### src/rtl/core/pidaw_pkg.sv
// Shared types and constants for the PID controller with anti-windup.
// Holds field widths, payload structs, register indexes and sequencer states.
// No dependencies.
`default_nettype none

package pidaw_pkg;

    // Field widths of the transfer payloads and of the integral
    localparam int DATA_W    = 32;
    localparam int FRAC_W    = 16;
    localparam int INTEG_W   = 48;
    // Intermediate increments and rates saturate to this width
    localparam int WIDE_W    = 64;
    // Working width for signed sums of wide values
    localparam int WORK_W    = WIDE_W + 2;
    localparam int CFG_IDX_W = 3;

    // Input op codes
    localparam logic OP_STEP  = 1'b0;
    localparam logic OP_CLEAR = 1'b1;

    // Reset values of the output limits
    localparam logic signed [DATA_W-1:0] LIMIT_LOW_RST  = {1'b1, {(DATA_W-1){1'b0}}};
    localparam logic signed [DATA_W-1:0] LIMIT_HIGH_RST = {1'b0, {(DATA_W-1){1'b1}}};

    typedef enum logic [CFG_IDX_W-1:0] {
        CFG_GAIN_P     = 3'd0,
        CFG_GAIN_I     = 3'd1,
        CFG_GAIN_D     = 3'd2,
        CFG_LIMIT_LOW  = 3'd3,
        CFG_LIMIT_HIGH = 3'd4,
        CFG_TARGET     = 3'd5
    } cfg_idx_t;

    typedef struct packed {
        logic signed [DATA_W-1:0] gain_p;
        logic signed [DATA_W-1:0] gain_i;
        logic signed [DATA_W-1:0] gain_d;
        logic signed [DATA_W-1:0] limit_low;
        logic signed [DATA_W-1:0] limit_high;
        logic signed [DATA_W-1:0] target;
    } cfg_t;

    typedef struct packed {
        logic                     op;
        logic signed [DATA_W-1:0] measured;
        logic        [DATA_W-1:0] step_time;
    } in_t;

    typedef struct packed {
        logic signed [DATA_W-1:0]  p_part;
        logic signed [DATA_W-1:0]  i_part;
        logic signed [DATA_W-1:0]  d_part;
        logic signed [DATA_W-1:0]  drive;
        logic                      clipped;
        logic signed [INTEG_W-1:0] integral_now;
    } out_t;

    // Request to the shared multiply/divide unit
    typedef struct packed {
        logic start;
        logic div;
    } alu_req_t;

    // Sequencer status toward the channel logic
    typedef struct packed {
        logic idle;
        logic done;
    } seq_stat_t;

    typedef enum logic [3:0] {
        ST_IDLE,
        ST_P,
        ST_INC,
        ST_I,
        ST_RATE,
        ST_D,
        ST_PRE,
        ST_IOLD,
        ST_LIM,
        ST_ICLAMP,
        ST_SUM,
        ST_CORR,
        ST_COMMIT,
        ST_DONE
    } seq_state_t;

endpackage

`default_nettype wire

### src/rtl/core/pidaw_alu.sv
// Shared iterative arithmetic unit: shift-add multiply and restoring divide
// on unsigned magnitudes, one bit per cycle. Uses pidaw_pkg.
`default_nettype none

module pidaw_alu #(
    parameter int FRAC_BITS = pidaw_pkg::FRAC_W,
    parameter int A_W       = pidaw_pkg::WIDE_W,
    parameter int B_W       = pidaw_pkg::DATA_W + 3
) (
    input  wire logic                    aclk,
    input  wire logic                    aresetn,
    input  wire pidaw_pkg::alu_req_t     req,
    input  wire logic [A_W-1:0]          opa,
    input  wire logic [B_W-1:0]          opb,
    output logic                         done,
    output logic [A_W+B_W-1:0]           res
);

    localparam int P_W   = A_W + B_W;
    localparam int CNT_W = $clog2(A_W);

    logic             busy_reg;
    logic             done_reg;
    logic             div_reg;
    logic [CNT_W-1:0] cnt_reg;
    logic [A_W-1:0]   quo_reg;
    logic [B_W-1:0]   dvs_reg;
    logic [B_W-1:0]   rem_reg;
    logic [P_W-1:0]   prod_reg;

    logic [A_W:0]     hi_sum;
    logic [B_W:0]     trial;
    logic [B_W:0]     diff;
    logic             ge;

    // Multiply step: add the multiplicand into the upper half when the low bit is set
    assign hi_sum = prod_reg[0] ? {1'b0, prod_reg[P_W-1:B_W]} + {1'b0, quo_reg}
                                : {1'b0, prod_reg[P_W-1:B_W]};

    // Divide step: shift in the next numerator bit and try to subtract
    assign trial = {rem_reg, quo_reg[A_W-1]};
    assign diff  = trial - {1'b0, dvs_reg};
    assign ge    = (trial >= {1'b0, dvs_reg});

    // Control: busy flag, step counter and completion pulse
    always_ff @(posedge aclk) begin
        if (!aresetn) begin
            busy_reg <= 1'b0;
            done_reg <= 1'b0;
            cnt_reg  <= '0;
        end else begin
            done_reg <= 1'b0;
            if (req.start) begin
                busy_reg <= 1'b1;
                cnt_reg  <= req.div ? CNT_W'(A_W - 1) : CNT_W'(B_W - 1);
            end else if (busy_reg) begin
                if (cnt_reg == '0) begin
                    busy_reg <= 1'b0;
                    done_reg <= 1'b1;
                end else begin
                    cnt_reg <= cnt_reg - CNT_W'(1);
                end
            end
        end
    end

    // Datapath: load operands, then advance one bit a cycle
    always_ff @(posedge aclk) begin
        if (req.start) begin
            div_reg  <= req.div;
            quo_reg  <= opa;
            dvs_reg  <= opb;
            rem_reg  <= '0;
            prod_reg <= P_W'(opb);
        end else if (busy_reg) begin
            if (div_reg) begin
                rem_reg <= ge ? diff[B_W-1:0] : trial[B_W-1:0];
                quo_reg <= {quo_reg[A_W-2:0], ge};
            end else begin
                prod_reg <= {hi_sum, prod_reg[B_W-1:1]};
            end
        end
    end

    assign done = done_reg;
    assign res  = div_reg ? P_W'(quo_reg) : (prod_reg >> FRAC_BITS);

endmodule

`default_nettype wire

### src/rtl/core/pidaw_seq.sv
// Step sequencer: controller state, term registers and the order of
// operations on the shared arithmetic unit. Uses pidaw_pkg.
`default_nettype none

module pidaw_seq #(
    parameter int FRAC_BITS = pidaw_pkg::FRAC_W,
    parameter int A_W       = pidaw_pkg::WIDE_W,
    parameter int B_W       = pidaw_pkg::DATA_W + 3
) (
    input  wire logic                    aclk,
    input  wire logic                    aresetn,
    input  wire logic                    start,
    input  wire pidaw_pkg::in_t          item,
    input  wire pidaw_pkg::cfg_t         cfg,
    input  wire logic                    take,
    output pidaw_pkg::seq_stat_t         stat,
    output pidaw_pkg::out_t              result,
    output pidaw_pkg::alu_req_t          alu_req,
    output logic [A_W-1:0]               alu_a,
    output logic [B_W-1:0]               alu_b,
    input  wire logic                    alu_done,
    input  wire logic [A_W+B_W-1:0]      alu_res
);

    localparam int D   = pidaw_pkg::DATA_W;
    localparam int IW  = pidaw_pkg::INTEG_W;
    localparam int XW  = pidaw_pkg::WORK_W;
    localparam int WW  = pidaw_pkg::WIDE_W;
    localparam int P_W = A_W + B_W;

    localparam logic signed [XW-1:0] INT_HI = {{(XW-IW+1){1'b0}}, {(IW-1){1'b1}}};
    localparam logic signed [XW-1:0] INT_LO = {{(XW-IW+1){1'b1}}, {(IW-1){1'b0}}};
    localparam logic signed [XW-1:0] ONE_X  = XW'(1);

    // Saturate a magnitude with a sign to a signed width
    function automatic logic signed [XW-1:0] sat_mag(input logic neg,
                                                     input logic [P_W-1:0] m,
                                                     input logic [6:0] w);
        logic [P_W-1:0]        top;
        logic [P_W-1:0]        lim;
        logic signed [XW-1:0]  big;
        logic signed [XW-1:0]  mv;
        top = P_W'(1) << (w - 7'd1);
        lim = neg ? top : top - P_W'(1);
        big = $signed(top[XW-1:0]);
        mv  = $signed(m[XW-1:0]);
        if (m > lim) begin
            sat_mag = neg ? -big : big - ONE_X;
        end else begin
            sat_mag = neg ? -mv : mv;
        end
    endfunction

    // Clamp a working value to the integral width
    function automatic logic signed [IW-1:0] clamp_int(input logic signed [XW-1:0] x);
        logic signed [XW-1:0] y;
        y = x;
        if (x > INT_HI) begin
            y = INT_HI;
        end else if (x < INT_LO) begin
            y = INT_LO;
        end
        clamp_int = y[IW-1:0];
    endfunction

    pidaw_pkg::seq_state_t state_reg, state_next;

    logic                     issued_reg;
    logic signed [IW-1:0]     integ_reg;
    logic signed [D-1:0]      last_meas_reg;
    logic                     first_reg;

    pidaw_pkg::in_t           item_reg;
    pidaw_pkg::out_t          res_reg;
    logic signed [D:0]        err_reg;
    logic signed [D-1:0]      p_reg;
    logic signed [D-1:0]      i_reg;
    logic signed [D-1:0]      d_reg;
    logic signed [IW-1:0]     acc_reg;
    logic signed [WW-1:0]     rate_reg;

    logic                     alu_on;
    logic                     alu_neg;
    logic [6:0]               sat_w;
    logic signed [XW-1:0]     sat_val;

    logic [D:0]               err_mag;
    logic [D-1:0]             gp_mag;
    logic [D-1:0]             gi_mag;
    logic [D-1:0]             gd_mag;
    logic [IW-1:0]            acc_mag;
    logic [WW-1:0]            rate_mag;
    logic signed [D:0]        delta;
    logic [D:0]               delta_mag;
    logic [D-1:0]             ll_mag;
    logic [D-1:0]             lh_mag;
    logic [D+1:0]             m4;
    logic [B_W-1:0]           gi5;
    logic [B_W-1:0]           gi2;
    logic                     gi_nz;
    logic                     gd_pos;

    logic signed [D+1:0]      sum_c;
    logic signed [D+1:0]      ll_x;
    logic signed [D+1:0]      lh_x;
    logic signed [D+1:0]      lo_c;
    logic signed [D+1:0]      drv_c;
    logic                     clip_c;
    logic signed [D+2:0]      ex_c;
    logic [D+2:0]             ex_mag;
    logic                     revert_c;
    logic signed [IW-1:0]     lim_v;
    logic                     over_c;
    logic                     under_c;

    // Magnitudes and derived operands
    assign err_mag   = err_reg[D] ? $unsigned(-err_reg) : $unsigned(err_reg);
    assign gp_mag    = cfg.gain_p[D-1] ? $unsigned(-cfg.gain_p) : $unsigned(cfg.gain_p);
    assign gi_mag    = cfg.gain_i[D-1] ? $unsigned(-cfg.gain_i) : $unsigned(cfg.gain_i);
    assign gd_mag    = cfg.gain_d[D-1] ? $unsigned(-cfg.gain_d) : $unsigned(cfg.gain_d);
    assign acc_mag   = acc_reg[IW-1] ? $unsigned(-acc_reg) : $unsigned(acc_reg);
    assign rate_mag  = rate_reg[WW-1] ? $unsigned(-rate_reg) : $unsigned(rate_reg);
    assign delta     = (D+1)'(item_reg.measured) - (D+1)'(last_meas_reg);
    assign delta_mag = delta[D] ? $unsigned(-delta) : $unsigned(delta);
    assign ll_mag    = cfg.limit_low[D-1] ? $unsigned(-cfg.limit_low)
                                          : $unsigned(cfg.limit_low);
    assign lh_mag    = cfg.limit_high[D-1] ? $unsigned(-cfg.limit_high)
                                           : $unsigned(cfg.limit_high);
    assign m4        = {((ll_mag > lh_mag) ? ll_mag : lh_mag), 2'b00};
    assign gi5       = (B_W'(gi_mag) << 2) + B_W'(gi_mag);
    assign gi2       = B_W'(gi_mag) << 1;
    assign gi_nz     = (cfg.gain_i != '0);
    assign gd_pos    = !cfg.gain_d[D-1] && (cfg.gain_d != '0);

    // Sum of terms, output clamp and excess
    assign sum_c   = (D+2)'(p_reg) + (D+2)'(i_reg) + (D+2)'(d_reg);
    assign ll_x    = (D+2)'(cfg.limit_low);
    assign lh_x    = (D+2)'(cfg.limit_high);
    assign lo_c    = (sum_c < ll_x) ? ll_x : sum_c;
    assign drv_c   = (lo_c > lh_x) ? lh_x : lo_c;
    assign clip_c  = (drv_c != sum_c);
    assign ex_c    = (D+3)'(sum_c) - (D+3)'(drv_c);
    assign ex_mag  = ex_c[D+2] ? $unsigned(-ex_c) : $unsigned(ex_c);

    // Stop integrating when the output is past a limit and the error pushes further
    assign revert_c = ((sum_c > lh_x) && !err_reg[D] && (err_reg != '0))
                   || ((sum_c < ll_x) && err_reg[D]);

    assign sat_val = sat_mag(alu_neg, alu_res, sat_w);
    assign lim_v   = sat_val[IW-1:0];
    assign over_c  = (acc_reg > lim_v);
    assign under_c = (acc_reg < -lim_v);

    // Next state
    always_comb begin
        state_next = state_reg;
        unique case (state_reg)
            pidaw_pkg::ST_IDLE: begin
                if (start) begin
                    if (item.op == pidaw_pkg::OP_CLEAR || item.step_time == '0) begin
                        state_next = pidaw_pkg::ST_DONE;
                    end else begin
                        state_next = pidaw_pkg::ST_P;
                    end
                end
            end
            pidaw_pkg::ST_P:    if (alu_done) state_next = pidaw_pkg::ST_INC;
            pidaw_pkg::ST_INC:  if (alu_done) state_next = pidaw_pkg::ST_I;
            pidaw_pkg::ST_I: begin
                if (alu_done) begin
                    state_next = first_reg ? pidaw_pkg::ST_PRE : pidaw_pkg::ST_RATE;
                end
            end
            pidaw_pkg::ST_RATE: if (alu_done) state_next = pidaw_pkg::ST_D;
            pidaw_pkg::ST_D:    if (alu_done) state_next = pidaw_pkg::ST_PRE;
            pidaw_pkg::ST_PRE: begin
                if (revert_c) begin
                    state_next = pidaw_pkg::ST_IOLD;
                end else begin
                    state_next = gi_nz ? pidaw_pkg::ST_LIM : pidaw_pkg::ST_SUM;
                end
            end
            pidaw_pkg::ST_IOLD: begin
                if (alu_done) begin
                    state_next = gi_nz ? pidaw_pkg::ST_LIM : pidaw_pkg::ST_SUM;
                end
            end
            pidaw_pkg::ST_LIM: begin
                if (alu_done) begin
                    state_next = (over_c || under_c) ? pidaw_pkg::ST_ICLAMP
                                                     : pidaw_pkg::ST_SUM;
                end
            end
            pidaw_pkg::ST_ICLAMP: if (alu_done) state_next = pidaw_pkg::ST_SUM;
            pidaw_pkg::ST_SUM: begin
                state_next = (clip_c && gi_nz) ? pidaw_pkg::ST_CORR : pidaw_pkg::ST_COMMIT;
            end
            pidaw_pkg::ST_CORR: if (alu_done) state_next = pidaw_pkg::ST_COMMIT;
            pidaw_pkg::ST_COMMIT: state_next = pidaw_pkg::ST_DONE;
            pidaw_pkg::ST_DONE:   if (take) state_next = pidaw_pkg::ST_IDLE;
            default:              state_next = pidaw_pkg::ST_IDLE;
        endcase
    end

    // Operand selection for the shared unit
    always_comb begin
        alu_on  = 1'b0;
        alu_req = '0;
        alu_a   = '0;
        alu_b   = '0;
        alu_neg = 1'b0;
        sat_w   = 7'(D);
        unique case (state_reg)
            pidaw_pkg::ST_P: begin
                alu_on  = 1'b1;
                alu_a   = A_W'(err_mag);
                alu_b   = B_W'(gp_mag);
                alu_neg = err_reg[D] ^ cfg.gain_p[D-1];
            end
            pidaw_pkg::ST_INC: begin
                alu_on  = 1'b1;
                alu_a   = A_W'(err_mag);
                alu_b   = B_W'(item_reg.step_time);
                alu_neg = err_reg[D];
                sat_w   = 7'(WW);
            end
            pidaw_pkg::ST_I, pidaw_pkg::ST_IOLD, pidaw_pkg::ST_ICLAMP: begin
                alu_on  = 1'b1;
                alu_a   = A_W'(acc_mag);
                alu_b   = B_W'(gi_mag);
                alu_neg = acc_reg[IW-1] ^ cfg.gain_i[D-1];
            end
            pidaw_pkg::ST_RATE: begin
                alu_on      = 1'b1;
                alu_req.div = 1'b1;
                alu_a       = A_W'(delta_mag) << FRAC_BITS;
                alu_b       = B_W'(item_reg.step_time);
                alu_neg     = delta[D];
                sat_w       = 7'(WW);
            end
            pidaw_pkg::ST_D: begin
                alu_on  = 1'b1;
                alu_a   = A_W'(rate_mag);
                alu_b   = B_W'(gd_mag);
                alu_neg = gd_pos ^ rate_reg[WW-1];
            end
            pidaw_pkg::ST_LIM: begin
                alu_on      = 1'b1;
                alu_req.div = 1'b1;
                alu_a       = A_W'(m4) << FRAC_BITS;
                alu_b       = gi5;
                sat_w       = 7'(IW);
            end
            pidaw_pkg::ST_CORR: begin
                alu_on      = 1'b1;
                alu_req.div = 1'b1;
                alu_a       = A_W'(ex_mag) << FRAC_BITS;
                alu_b       = gi2;
                alu_neg     = ex_c[D+2] ^ cfg.gain_i[D-1];
                sat_w       = 7'(WW - 1);
            end
            default: begin
                alu_on = 1'b0;
            end
        endcase
        alu_req.start = alu_on && !issued_reg;
    end

    // Control state and controller state
    always_ff @(posedge aclk) begin
        if (!aresetn) begin
            state_reg     <= pidaw_pkg::ST_IDLE;
            issued_reg    <= 1'b0;
            integ_reg     <= '0;
            last_meas_reg <= '0;
            first_reg     <= 1'b1;
        end else begin
            state_reg <= state_next;
            if (alu_req.start) begin
                issued_reg <= 1'b1;
            end else if (alu_done) begin
                issued_reg <= 1'b0;
            end
            if (state_reg == pidaw_pkg::ST_IDLE && start && item.op == pidaw_pkg::OP_CLEAR) begin
                integ_reg <= '0;
                first_reg <= 1'b1;
            end else if (state_reg == pidaw_pkg::ST_COMMIT) begin
                integ_reg     <= acc_reg;
                first_reg     <= 1'b0;
                last_meas_reg <= item_reg.measured;
            end
        end
    end

    // Working registers: capture each result of the shared unit
    always_ff @(posedge aclk) begin
        unique case (state_reg)
            pidaw_pkg::ST_IDLE: begin
                if (start) begin
                    item_reg <= item;
                    err_reg  <= (D+1)'(cfg.target) - (D+1)'(item.measured);
                    p_reg    <= '0;
                    i_reg    <= '0;
                    d_reg    <= '0;
                    // Clear op reports zero, a zero step time the held integral
                    res_reg  <= '{p_part: '0, i_part: '0, d_part: '0,
                                  drive: '0, clipped: 1'b0,
                                  integral_now: (item.op == pidaw_pkg::OP_CLEAR)
                                                ? IW'(0) : integ_reg};
                end
            end
            pidaw_pkg::ST_P: if (alu_done) p_reg <= sat_val[D-1:0];
            pidaw_pkg::ST_INC: begin
                if (alu_done) acc_reg <= clamp_int(XW'(integ_reg) + sat_val);
            end
            pidaw_pkg::ST_I, pidaw_pkg::ST_IOLD, pidaw_pkg::ST_ICLAMP: begin
                if (alu_done) i_reg <= sat_val[D-1:0];
            end
            pidaw_pkg::ST_RATE: if (alu_done) rate_reg <= sat_val[WW-1:0];
            pidaw_pkg::ST_D:    if (alu_done) d_reg <= sat_val[D-1:0];
            pidaw_pkg::ST_PRE:  if (revert_c) acc_reg <= integ_reg;
            pidaw_pkg::ST_LIM: begin
                if (alu_done) begin
                    if (over_c) begin
                        acc_reg <= lim_v;
                    end else if (under_c) begin
                        acc_reg <= -lim_v;
                    end
                end
            end
            pidaw_pkg::ST_CORR: begin
                if (alu_done) acc_reg <= clamp_int(XW'(acc_reg) - sat_val);
            end
            pidaw_pkg::ST_COMMIT: begin
                res_reg <= '{p_part: p_reg, i_part: i_reg, d_part: d_reg,
                             drive: drv_c[D-1:0], clipped: clip_c,
                             integral_now: acc_reg};
            end
            default: begin
                res_reg <= res_reg;
            end
        endcase
    end

    assign stat.idle = (state_reg == pidaw_pkg::ST_IDLE);
    assign stat.done = (state_reg == pidaw_pkg::ST_DONE);
    assign result    = res_reg;

    // A completion from the shared unit always answers a request of ours
    ap_done_issued: assert property (@(posedge aclk) disable iff (!aresetn)
        alu_done |-> issued_reg)
        else $error("arithmetic unit finished without a pending request");

    // Integral only changes on a clear op or at commit
    ap_integ_hold: assert property (@(posedge aclk) disable iff (!aresetn)
        (state_reg != pidaw_pkg::ST_IDLE && state_reg != pidaw_pkg::ST_COMMIT)
        |=> $stable(integ_reg))
        else $error("integral changed in the middle of a step");

    // First-sample flag only changes on a clear op or at commit
    ap_first_hold: assert property (@(posedge aclk) disable iff (!aresetn)
        (state_reg != pidaw_pkg::ST_IDLE && state_reg != pidaw_pkg::ST_COMMIT)
        |=> $stable(first_reg))
        else $error("first-sample flag changed in the middle of a step");

endmodule

`default_nettype wire

### src/rtl/core/pid_antiwindup_controller.sv
// PID controller with derivative on measurement and anti-windup, top level.
// Depends on pidaw_pkg, pidaw_alu and pidaw_seq.
//
// One item is worked at a time. A clear op or a zero step time finishes
// without the arithmetic unit. A control step runs every multiply and divide
// through one shared bit-serial unit: a multiply steps through 35 operand
// bits, a divide through 64 quotient bits. A step costs three multiplies
// plus the derivative's divide and multiply after the first sample, one more
// multiply each when integration is undone and when the integral bound bites,
// a divide for the bound when the integral gain is nonzero, and a divide for
// back-calculation when the output is also clipped. The input is ready again
// once the result sits in the output register, even while it waits to be taken.
`default_nettype none

module pid_antiwindup_controller #(
    parameter int FRAC_BITS = pidaw_pkg::FRAC_W
) (
    input  wire logic                                aclk,
    input  wire logic                                aresetn,
    input  wire logic                                cfg_wr_en,
    input  wire logic [pidaw_pkg::CFG_IDX_W-1:0]     cfg_index,
    input  wire logic [pidaw_pkg::DATA_W-1:0]        cfg_wr_data,
    input  wire logic                                s_valid,
    output logic                                     s_ready,
    input  wire pidaw_pkg::in_t                      s_data,
    output logic                                     m_valid,
    input  wire logic                                m_ready,
    output pidaw_pkg::out_t                          m_data
);

    localparam int A_W = (pidaw_pkg::DATA_W + FRAC_BITS + 2 > pidaw_pkg::WIDE_W)
                       ? pidaw_pkg::DATA_W + FRAC_BITS + 2 : pidaw_pkg::WIDE_W;
    localparam int B_W = pidaw_pkg::DATA_W + 3;

    pidaw_pkg::cfg_t      cfg_reg;
    pidaw_pkg::seq_stat_t stat;
    pidaw_pkg::out_t      seq_res;
    pidaw_pkg::out_t      m_data_reg;
    pidaw_pkg::alu_req_t  alu_req;
    logic                 m_valid_reg;
    logic [A_W-1:0]       alu_a;
    logic [B_W-1:0]       alu_b;
    logic                 alu_done;
    logic [A_W+B_W-1:0]   alu_res;
    logic                 start;
    logic                 take;

    // Configuration registers
    always_ff @(posedge aclk) begin
        if (!aresetn) begin
            cfg_reg <= '{gain_p: '0, gain_i: '0, gain_d: '0,
                         limit_low: pidaw_pkg::LIMIT_LOW_RST,
                         limit_high: pidaw_pkg::LIMIT_HIGH_RST,
                         target: '0};
        end else if (cfg_wr_en) begin
            unique case (cfg_index)
                pidaw_pkg::CFG_GAIN_P:     cfg_reg.gain_p     <= cfg_wr_data;
                pidaw_pkg::CFG_GAIN_I:     cfg_reg.gain_i     <= cfg_wr_data;
                pidaw_pkg::CFG_GAIN_D:     cfg_reg.gain_d     <= cfg_wr_data;
                pidaw_pkg::CFG_LIMIT_LOW:  cfg_reg.limit_low  <= cfg_wr_data;
                pidaw_pkg::CFG_LIMIT_HIGH: cfg_reg.limit_high <= cfg_wr_data;
                pidaw_pkg::CFG_TARGET:     cfg_reg.target     <= cfg_wr_data;
                default:                   cfg_reg            <= cfg_reg;
            endcase
        end
    end

    assign s_ready = stat.idle;
    assign start   = s_valid && s_ready;
    // Move a finished result into the output register once it is free
    assign take    = stat.done && (!m_valid_reg || m_ready);

    pidaw_seq #(
        .FRAC_BITS (FRAC_BITS),
        .A_W       (A_W),
        .B_W       (B_W)
    ) u_seq (
        .aclk     (aclk),
        .aresetn  (aresetn),
        .start    (start),
        .item     (s_data),
        .cfg      (cfg_reg),
        .take     (take),
        .stat     (stat),
        .result   (seq_res),
        .alu_req  (alu_req),
        .alu_a    (alu_a),
        .alu_b    (alu_b),
        .alu_done (alu_done),
        .alu_res  (alu_res)
    );

    pidaw_alu #(
        .FRAC_BITS (FRAC_BITS),
        .A_W       (A_W),
        .B_W       (B_W)
    ) u_alu (
        .aclk    (aclk),
        .aresetn (aresetn),
        .req     (alu_req),
        .opa     (alu_a),
        .opb     (alu_b),
        .done    (alu_done),
        .res     (alu_res)
    );

    // Output register valid flag
    always_ff @(posedge aclk) begin
        if (!aresetn) begin
            m_valid_reg <= 1'b0;
        end else if (take) begin
            m_valid_reg <= 1'b1;
        end else if (m_ready) begin
            m_valid_reg <= 1'b0;
        end
    end

    // Output register payload
    always_ff @(posedge aclk) begin
        if (take) begin
            m_data_reg <= seq_res;
        end
    end

    assign m_valid = m_valid_reg;
    assign m_data  = m_data_reg;

endmodule

`default_nettype wire

### config.mk
export PLATFORM = sky130hd
export DESIGN_NAME = pid_antiwindup_controller
export DESIGN_NICKNAME = d
export VERILOG_FILES = /design/src/rtl/core/pidaw_pkg.sv /design/src/rtl/core/pidaw_alu.sv /design/src/rtl/core/pidaw_seq.sv /design/src/rtl/core/pid_antiwindup_controller.sv
export SDC_FILE = /design/constraint.sdc
export NUM_CORES = 2
export LEC_CHECK = 0
export BUFFER_PORTS_ARGS = -buffer_cell sky130_fd_sc_hd__buf_2
export CELL_PAD_IN_SITES_DETAIL_PLACEMENT = 0
export CELL_PAD_IN_SITES_GLOBAL_PLACEMENT = 2
export CORE_MARGIN = 4
export CORE_UTILIZATION = 40
export CTS_BUF_LIST = sky130_fd_sc_hd__clkbuf_8
export CTS_CLUSTER_DIAMETER = 150
export DETAILED_ROUTE_END_ITERATION = 6
export MAX_ROUTING_LAYER = met4
export PLACE_DENSITY_LB_ADDON = 0.25
export SYNTH_ARGS = -nofsm -noshare
export SYNTH_HDL_FRONTEND = slang
export SYNTH_SLANG_ARGS = --single-unit
export TNS_END_PERCENT = 10
### constraint.sdc
create_clock -name aclk -period 28.8 [get_ports aclk]
set_input_delay 2.88 -clock aclk [delete_from_list [all_inputs] [get_ports aclk]]
set_output_delay 2.88 -clock aclk [all_outputs]
set_load 0.02 [all_outputs]
Yosys cells after proc, flatten, opt, wreduce, memory -nomap -nowiden. Index checks and enable logic that the tools add are counted.

$add $sub $neg: 27. Magnitude comparators: 12. Equal/unequal tests: 35. Shift-type cells: 1. Multiplexer cells: 81. Bitwise logic cells: 8. Reductions and logical operators: 61.

Operator list (count): 48-bit 2-to-1 mux (12); 64-bit case mux with 6 select lines (1); 177-bit case mux with 2 select lines (1); 32-bit 2-to-1 mux (8); 64-bit 2-to-1 mux (4); 35-bit case mux with 6 select lines (1); 66-bit 2-to-1 mux (3); 32-bit case mux with 2 select lines (3); 48-bit case mux with 4 select lines (1); 177-bit 2-to-1 mux (1); 35-bit 2-to-1 mux (5); 32-bit negator (5); 66-bit by 48-bit greater-than comparator with 1-bit output (second input constant) (2); 66-bit by 48-bit less-than comparator with 1-bit output (second input constant) (2); 66-bit negator (2); 99-bit greater-than comparator (1); 99-bit 2-to-1 mux (1); 1-bit by 7-bit << shifter with 99-bit output (first input constant) (1); 99-bit by 1-bit subtractor with 99-bit output (second input constant) (1); 48-bit negator (2); 83-bit 2-to-1 mux (1); 34-bit by 32-bit greater-than comparator with 1-bit output (2); 34-bit 2-to-1 mux (2); 48-bit by 66-bit adder with 66-bit output (1); 61 further kinds (162).

Bits in registers: 1180. Input bits: 105. Output and inout port bits: 179. Logic and storage cells: 266.

Depth between registers and ports, before layout.
Word-level depth: 18. Gate-level depth with buffers: 111. Gate-level depth less buffers: 95.

Hierarchy. A second synthesis with hierarchy kept.

Cell total of the unflattened synthesis: 9327. Area total of the unflattened synthesis: 86130.1 µm².

Modules (own cells, without submodules): pidaw_seq (instances 1, cells an instance 6875, area each 57914.3 µm², seq. area each 16195.5 µm²); pidaw_alu (instances 1, cells an instance 1574, area each 15632.5 µm², seq. area each 6195.9 µm²); pid_antiwindup_controller (instances 1, cells an instance 878, area each 12583.3 µm², seq. area each 9178.8 µm²).

Worst setup path after synthesis. OpenSTA, ideal clock, no wires.

Path type: register to register. Start point: reg u_seq.d_reg[1]. End point: reg u_seq.acc_reg[0] (enable). Library setup time: 470 ps. Arrival time: 22443 ps. Required time: 28330 ps. Slack: 5887 ps. Stages on the path, launching flop included: 101. Path buffers: 18. Period minus slack after synthesis: 22913 ps. Path through: edfxtp_1 -> fa_1 -> ha_1 -> fa_1 -> a21o_1 -> a21oi_1 -> o21bai_1 -> a21oi_1 -> o21bai_1 -> a21boi_0 -> o21bai_1 -> a211oi_1 -> o31ai_1 -> o41a_1 -> a41o_1 -> o41ai_1 -> o21ai_0 -> o311a_1 -> (+65 left out) -> o22ai_1 -> nor2_1 -> nand4_1 -> nor3_1 -> xnor2_1 -> ha_1 -> a21oi_1 -> nor2b_1 -> o21ai_0 -> nand2b_1 -> a21oi_1 -> o41ai_1 -> a21o_1 -> a211oi_1 -> a211oi_1 -> o21ai_0 -> nor2_1 -> a21oi_1.

Longest elaborated chain between the ends: 15. Elaborated cells between the ends (all ways): 24. Classes of those cells: add/sub (3); order compare (6); eq/ne (2); mux (7); bitwise (1); reduce/logical (5).

Ends and longest elaborated chain: from (decl) (line pidaw_seq.sv:78) `logic signed [D-1:0] d_reg;`; from (signal assigned) (line pidaw_seq.sv:320) `pidaw_pkg::ST_D: if (alu_done) d_reg <= sat_val[D-1:0];`; 33-bit by 32-bit adder with 34-bit output * (line pidaw_seq.sv:136) `assign sum_c = (D+2)'(p_reg) + (D+2)'(i_reg) + (D+2)'(d_reg);`; 34-bit by 32-bit less-than comparator with 1-bit output (line pidaw_seq.sv:139) `assign lo_c = (sum_c < ll_x) ? ll_x : sum_c;`; 34-bit 2-to-1 mux (line pidaw_seq.sv:139); 34-bit by 32-bit greater-than comparator with 1-bit output (line pidaw_seq.sv:140) `assign drv_c = (lo_c > lh_x) ? lh_x : lo_c;`; 34-bit 2-to-1 mux (line pidaw_seq.sv:140); 34-bit by 34-bit subtractor with 35-bit output * (line pidaw_seq.sv:142) `assign ex_c = (D+3)'(sum_c) - (D+3)'(drv_c);`; 1-bit bitwise XOR * (line pidaw_seq.sv:259) `alu_neg = ex_c[D+2] ^ cfg.gain_i[D-1];`; 1-bit case mux with 6 select lines * (line pidaw_seq.sv:213) `unique case (state_reg)`; 99-bit 2-to-1 mux (line pidaw_seq.sv:44) `lim = neg ? top : top - P_W'(1);`; 99-bit greater-than comparator (line pidaw_seq.sv:47) `if (m > lim) begin`; 66-bit 2-to-1 mux * (line pidaw_seq.sv:47); named net u_seq.sat_val[0] (line pidaw_seq.sv:85) `logic signed [XW-1:0] sat_val;`; 48-bit negator (line pidaw_seq.sv:152) `assign under_c = (acc_reg < -lim_v);`; 48-bit less-than comparator (line pidaw_seq.sv:152); 3-bit by 1-bit inequality test with 1-bit output (no source line) *; 6-bit AND reduction (no source line) *; to (signal assigned) (line pidaw_seq.sv:314) `if (alu_done) acc_reg <= clamp_int(XW'(integ_reg) + sat_val);`; to (signal assigned) (line pidaw_seq.sv:321) `pidaw_pkg::ST_PRE: if (revert_c) acc_reg <= integ_reg;`; to (signal assigned) (line pidaw_seq.sv:325) `acc_reg <= lim_v;`; to (decl) (line pidaw_seq.sv:79) `logic signed [IW-1:0] acc_reg;`.

The timed path passes the listed nets; every way through them passes the cells marked *. A chain may end at the register's enable or synchronous reset.

Worst setup path in the final report.
Start point: reg u_seq.d_reg[1]. End point: reg u_seq.acc_reg[36] (data pin).

Longest elaborated chain between the ends: 17. Elaborated cells between the ends (all ways): 31. Classes of those cells: add/sub (5); order compare (8); mux (17); bitwise (1).

Ends and longest elaborated chain: 33-bit by 32-bit adder with 34-bit output * (line pidaw_seq.sv:136); 34-bit by 32-bit less-than comparator with 1-bit output (line pidaw_seq.sv:139); 34-bit 2-to-1 mux (line pidaw_seq.sv:139); 34-bit by 32-bit greater-than comparator with 1-bit output (line pidaw_seq.sv:140); 34-bit 2-to-1 mux (line pidaw_seq.sv:140); 34-bit by 34-bit subtractor with 35-bit output * (line pidaw_seq.sv:142); 1-bit bitwise XOR * (line pidaw_seq.sv:259); 1-bit case mux with 6 select lines * (line pidaw_seq.sv:213); (+2 left out); 66-bit 2-to-1 mux * (line pidaw_seq.sv:47); named net u_seq.sat_val[0] (line pidaw_seq.sv:85); 48-bit by 66-bit subtractor with 66-bit output or 48-bit by 66-bit adder with 66-bit output (tied branches) (line pidaw_seq.sv:332, pidaw_seq.sv:314); 66-bit by 48-bit less-than comparator with 1-bit output (line pidaw_seq.sv:60) `end else if (x < INT_LO) begin`; 48-bit 2-to-1 mux (line pidaw_seq.sv:60); 48-bit 2-to-1 mux (line pidaw_seq.sv:58) `if (x > INT_HI) begin`; 48-bit 2-to-1 mux, on equally long branches (line pidaw_seq.sv:332, pidaw_seq.sv:314); 48-bit case mux with 4 select lines * (line pidaw_seq.sv:297) `unique case (state_reg)`; to (signal assigned) (line pidaw_seq.sv:314); to (signal assigned) (line pidaw_seq.sv:327) `acc_reg <= -lim_v;`; to (signal assigned) (line pidaw_seq.sv:332) `if (alu_done) acc_reg <= clamp_int(XW'(acc_reg) - sat_val);`.

The timed path passes the listed nets; every way through them passes the cells marked *. The select of a mux whose other input is x is not followed.

==> summary.md <==
| Metric | Value |
|---|---|
| Clock Path Buffers | 3 |
| CP max stage cell | a2111oi_0 |
| CTS Hold Bufs | 0 |
| Clk_lat worst skew | 1.06 ns |
| Mean Syn Cell Area | 8.94 sq um |
| CP endpoint | u_seq.acc_reg[36] |
| Synth Instances | 9525 |
| Final setup vio count | 0 |
| Root Driver | clkbuf_8 |
| First-pass GRT wire length | 510000 microns |
| Final period util | around 94% |
| TritonCTS buffer count | 215 |
| Number of remaining DRC errors | 4 |
| Synth Register Bits | 1180 |
| Die Ht | 469 microns |
| Post-CTS Resized | 0 |
| Fin nets | approximately 11k |
| Leading register cell type out of synthesis | edfxtp_1 |
| Distinct cell type count after synthesis | 104 |
| Reg2Reg Launch Point | u_seq.d_reg[1] |
| Initial Util | 40.2% |
| Via count | 76.6k |
| Critical path launch point type | flip-flop |
| Crit path kind | reg2reg |
| Clock sinks | 1180 |
| Post-CTS Setup Inserts | 0 |
| Crit path buffers/inverters | 3 |
| Most frequent cells in the layout | 1289 x nand2_1, 794 x edfxtp_1, 664 x a21oi_1, 661 x ha_1, 589 x nor2_1 |
| Largest net degree at the start of global routing | 131 |
| Worst min path class | reg2reg |
| GP Congestion | 1.02 |
| Chip Width | 469 microns |
| I/O pins | 284 |
| I/O Buffers | 283 |
| DP Cell Count | 12.4k |
| Register area share after synthesis | 37.1% |
| Clock Pin Slew Worst Setup and Hold Paths | 0.06 ns |
| Max-slew violation count | 1 |
| Reg2Reg Depth | around 80 |
| DRT Pass-1 Iters | 7 |
| Violated checks | design-rule violations, max-capacitance violations, max-slew violations |
| Final core occ | 44.6% |
| Number of synthesized flops with an enable pin | 794 |
| Synth Warn # | 0 |
| CP Max Fanout | 66 |
| Fillers | 20.9k |
| Rows | 169 |
| Total global-route track usage | about a third |
| Max reg flops | 192 |
| Worst path max stage delay | 1.05 ns |
| Total grt overflow | 0 |
| Max-Cap Viols | 1 |
| Hold Fails Final Rpt | 0 |
| CP top delay family | compound AO/OA/AOI/OAI gates |
| CP required | roughly 30 ns |
| Post-DP HPWL | around 280000 microns |
| Die ar. | 220000 sq um |
| Layout area overhead | 11.0% |
| Final non-filler cell total | 12.8k |
| Layout cell share with drive strength beyond 1 | 9.62% |
| CTS tree | done |
| Launch point of the worst path | u_seq.d_reg[1] |
| Tmin final | between 20 and 30 ns |
| CP Depth | 78 |
| Fin Setup TNS | 0 ns |
| Max Clk Rate | approximately 37 MHz |
| Via density | ~6 |
| Ys async rst share | 0% |
| Worst Tran Pin Value | 1.48 ns |
| Routed WL | 357000 microns |
| DRT iter0 DRCs | 8069 |
| Number of global-route vias before repair | 71.5k |
| R2r endpoint | u_seq.acc_reg[36] |
| Antenna Violating Nets Remaining | 0 |
| Slew margin rel. | -0.256% |
| Initial antenna violation count | 22 |
| Max Clock Skew | 0.0624 ns |
| H-tree levels | 4 |
| CP Data Arrival Time | 27.82 ns |
| Commonest non-fill, non-tap cell in the layout | nand2_1 |
| R2R setup slack | around 1.7 ns |
| Outcome | finished with violations |
| Synth Cell Area | roughly 85000 sq um |
| Wire per inst | ~28 microns |
| CP Capture Type | flip-flop |
| Worst Hold Slack | 0.401 ns |
| Unrepaired setup endpoints after global routing | false |
| Core area | 212000 sq um |
| Hold_sp | u_seq.result[19] |
## worst register-to-register path: cells and delay by family (launching register included)
kind / cells / cell delay [ns]
AOI/OAI and AO/OA: 52 / 15.82
buffers and inverters: 3 / 1.29
DFF: 1 / 0.42
xor gates and xnor gates: 1 / 0.15
muxes: 2 / 0.84
and+or+nand+nor: 12 / 5.44
adders and majority gates: 8 / 2.87
## cells by family after synthesis
group / Yosys count / synth area share [%]
other cells: 1 / 0.00440
compound gates: 2673 / 20.4
flops: 1180 / 37.1
fa+ha+maj: 702 / 10.7
simple gates: 3109 / 17.2
xor+xnor: 736 / 7.57
buf+inv: 864 / 3.87
mux: 260 / 3.16
## per-layer routing
| layer | vias to the layer above | track usage [%] | routed length [microns] |
|---|---|---|---|
| li1 | 35300 | - | - |
| met1 | 37600 | 45.3 | 163000 |
| met2 | 3229 | 47.3 | 154000 |
| met3 | 495 | 4.95 | 27700 |
| met4 | 0 | 10.1 | 12500 |
| met5 | - | - | 0 |
## area by class of cell
| class | count | area (sq um) | share of cell area (%) |
|---|---|---|---|
| multi-input combinational | 7502 | 50600 | 53.6 |
| clock buffer | 233 | 3210 | 3.39 |
| timing repair buffer | 429 | 2540 | 2.69 |
| antenna | 14 | 35.0 | 0.0371 |
| clock inverter | 169 | 1260 | 1.34 |
| sequential | 1180 | 31600 | 33.4 |
| tap | 2821 | 3530 | 3.74 |
| inverter | 455 | 1720 | 1.82 |
## Yosys cell counts, types with 17 or more instances
library cell  instances  area [sq um]
o31ai_1             111           833
xor2_1              252          2210
nor4_1               76           475
nand4_1             101           632
o21a_1               86           646
and3_1               71           444
nor2b_1             106           663
mux2i_1             189          1890
nand2_1            1294          4860
and2_1              157           982
inv_1               447          1680
and4_1               20           175
fa_1                 41           821
clkbuf_1            349          1310
nand3_1             155           776
nor3b_1              17           128
or2_2                59           369
buf_1                35           131
nor2_1              594          2230
buf_2                23           115
dfxtp_1             386          7730
o21ai_0             569          2850
nand2b_1             90           563
ha_1                661          8270
a222oi_1             32           320
a21oi_1             669          3350
o41ai_1              49           429
a21boi_0            224          1680
nor3_1              160           801
o21bai_1             55           413
a211oi_1             51           383
mux2_2               70           788
a22oi_1              34           255
o221ai_1             34           298
a21o_1              261          1960
edfxtp_1            794         23800
a221oi_1             44           385
a31oi_1             105           657
a311oi_1             17           149
xnor2_1             484          4240
o22ai_1              45           282
or3_1                88           551
or4_1                60           450
o211ai_1             92           691
## how the worst min path moves through the flow
| stage | depth (start not counted) | to | slack [ns] |
|---|---|---|---|
| 2_1_floorplan | 0 | m_data[0] | 0.40 |
| 3_3_place_gp | 0 | m_data[48] | 0.40 |
| 3_5_place_dp | 0 | m_data[143] | 0.40 |
| 4_1_cts | 0 | m_data[35] | 0.41 |
| 5_1_grt | 0 | m_data[42] | 0.41 |
| 6_report | 0 | m_data[19] | 0.40 |
## metrics by stage
stage / instance area [sq um] / setup slack [ns]
after floorplan: 85200 / 5.89
after global placement: 90000 / 2.63
after global routing: 94500 / 0.586
final: 94500 / 1.70
after detailed placement: 90000 / 2.38
after CTS: 94400 / 2.29
Power is left out: the tool's default activity adds up to more than one toggle a clock period on the data nets, which glitch-free logic cannot reach.
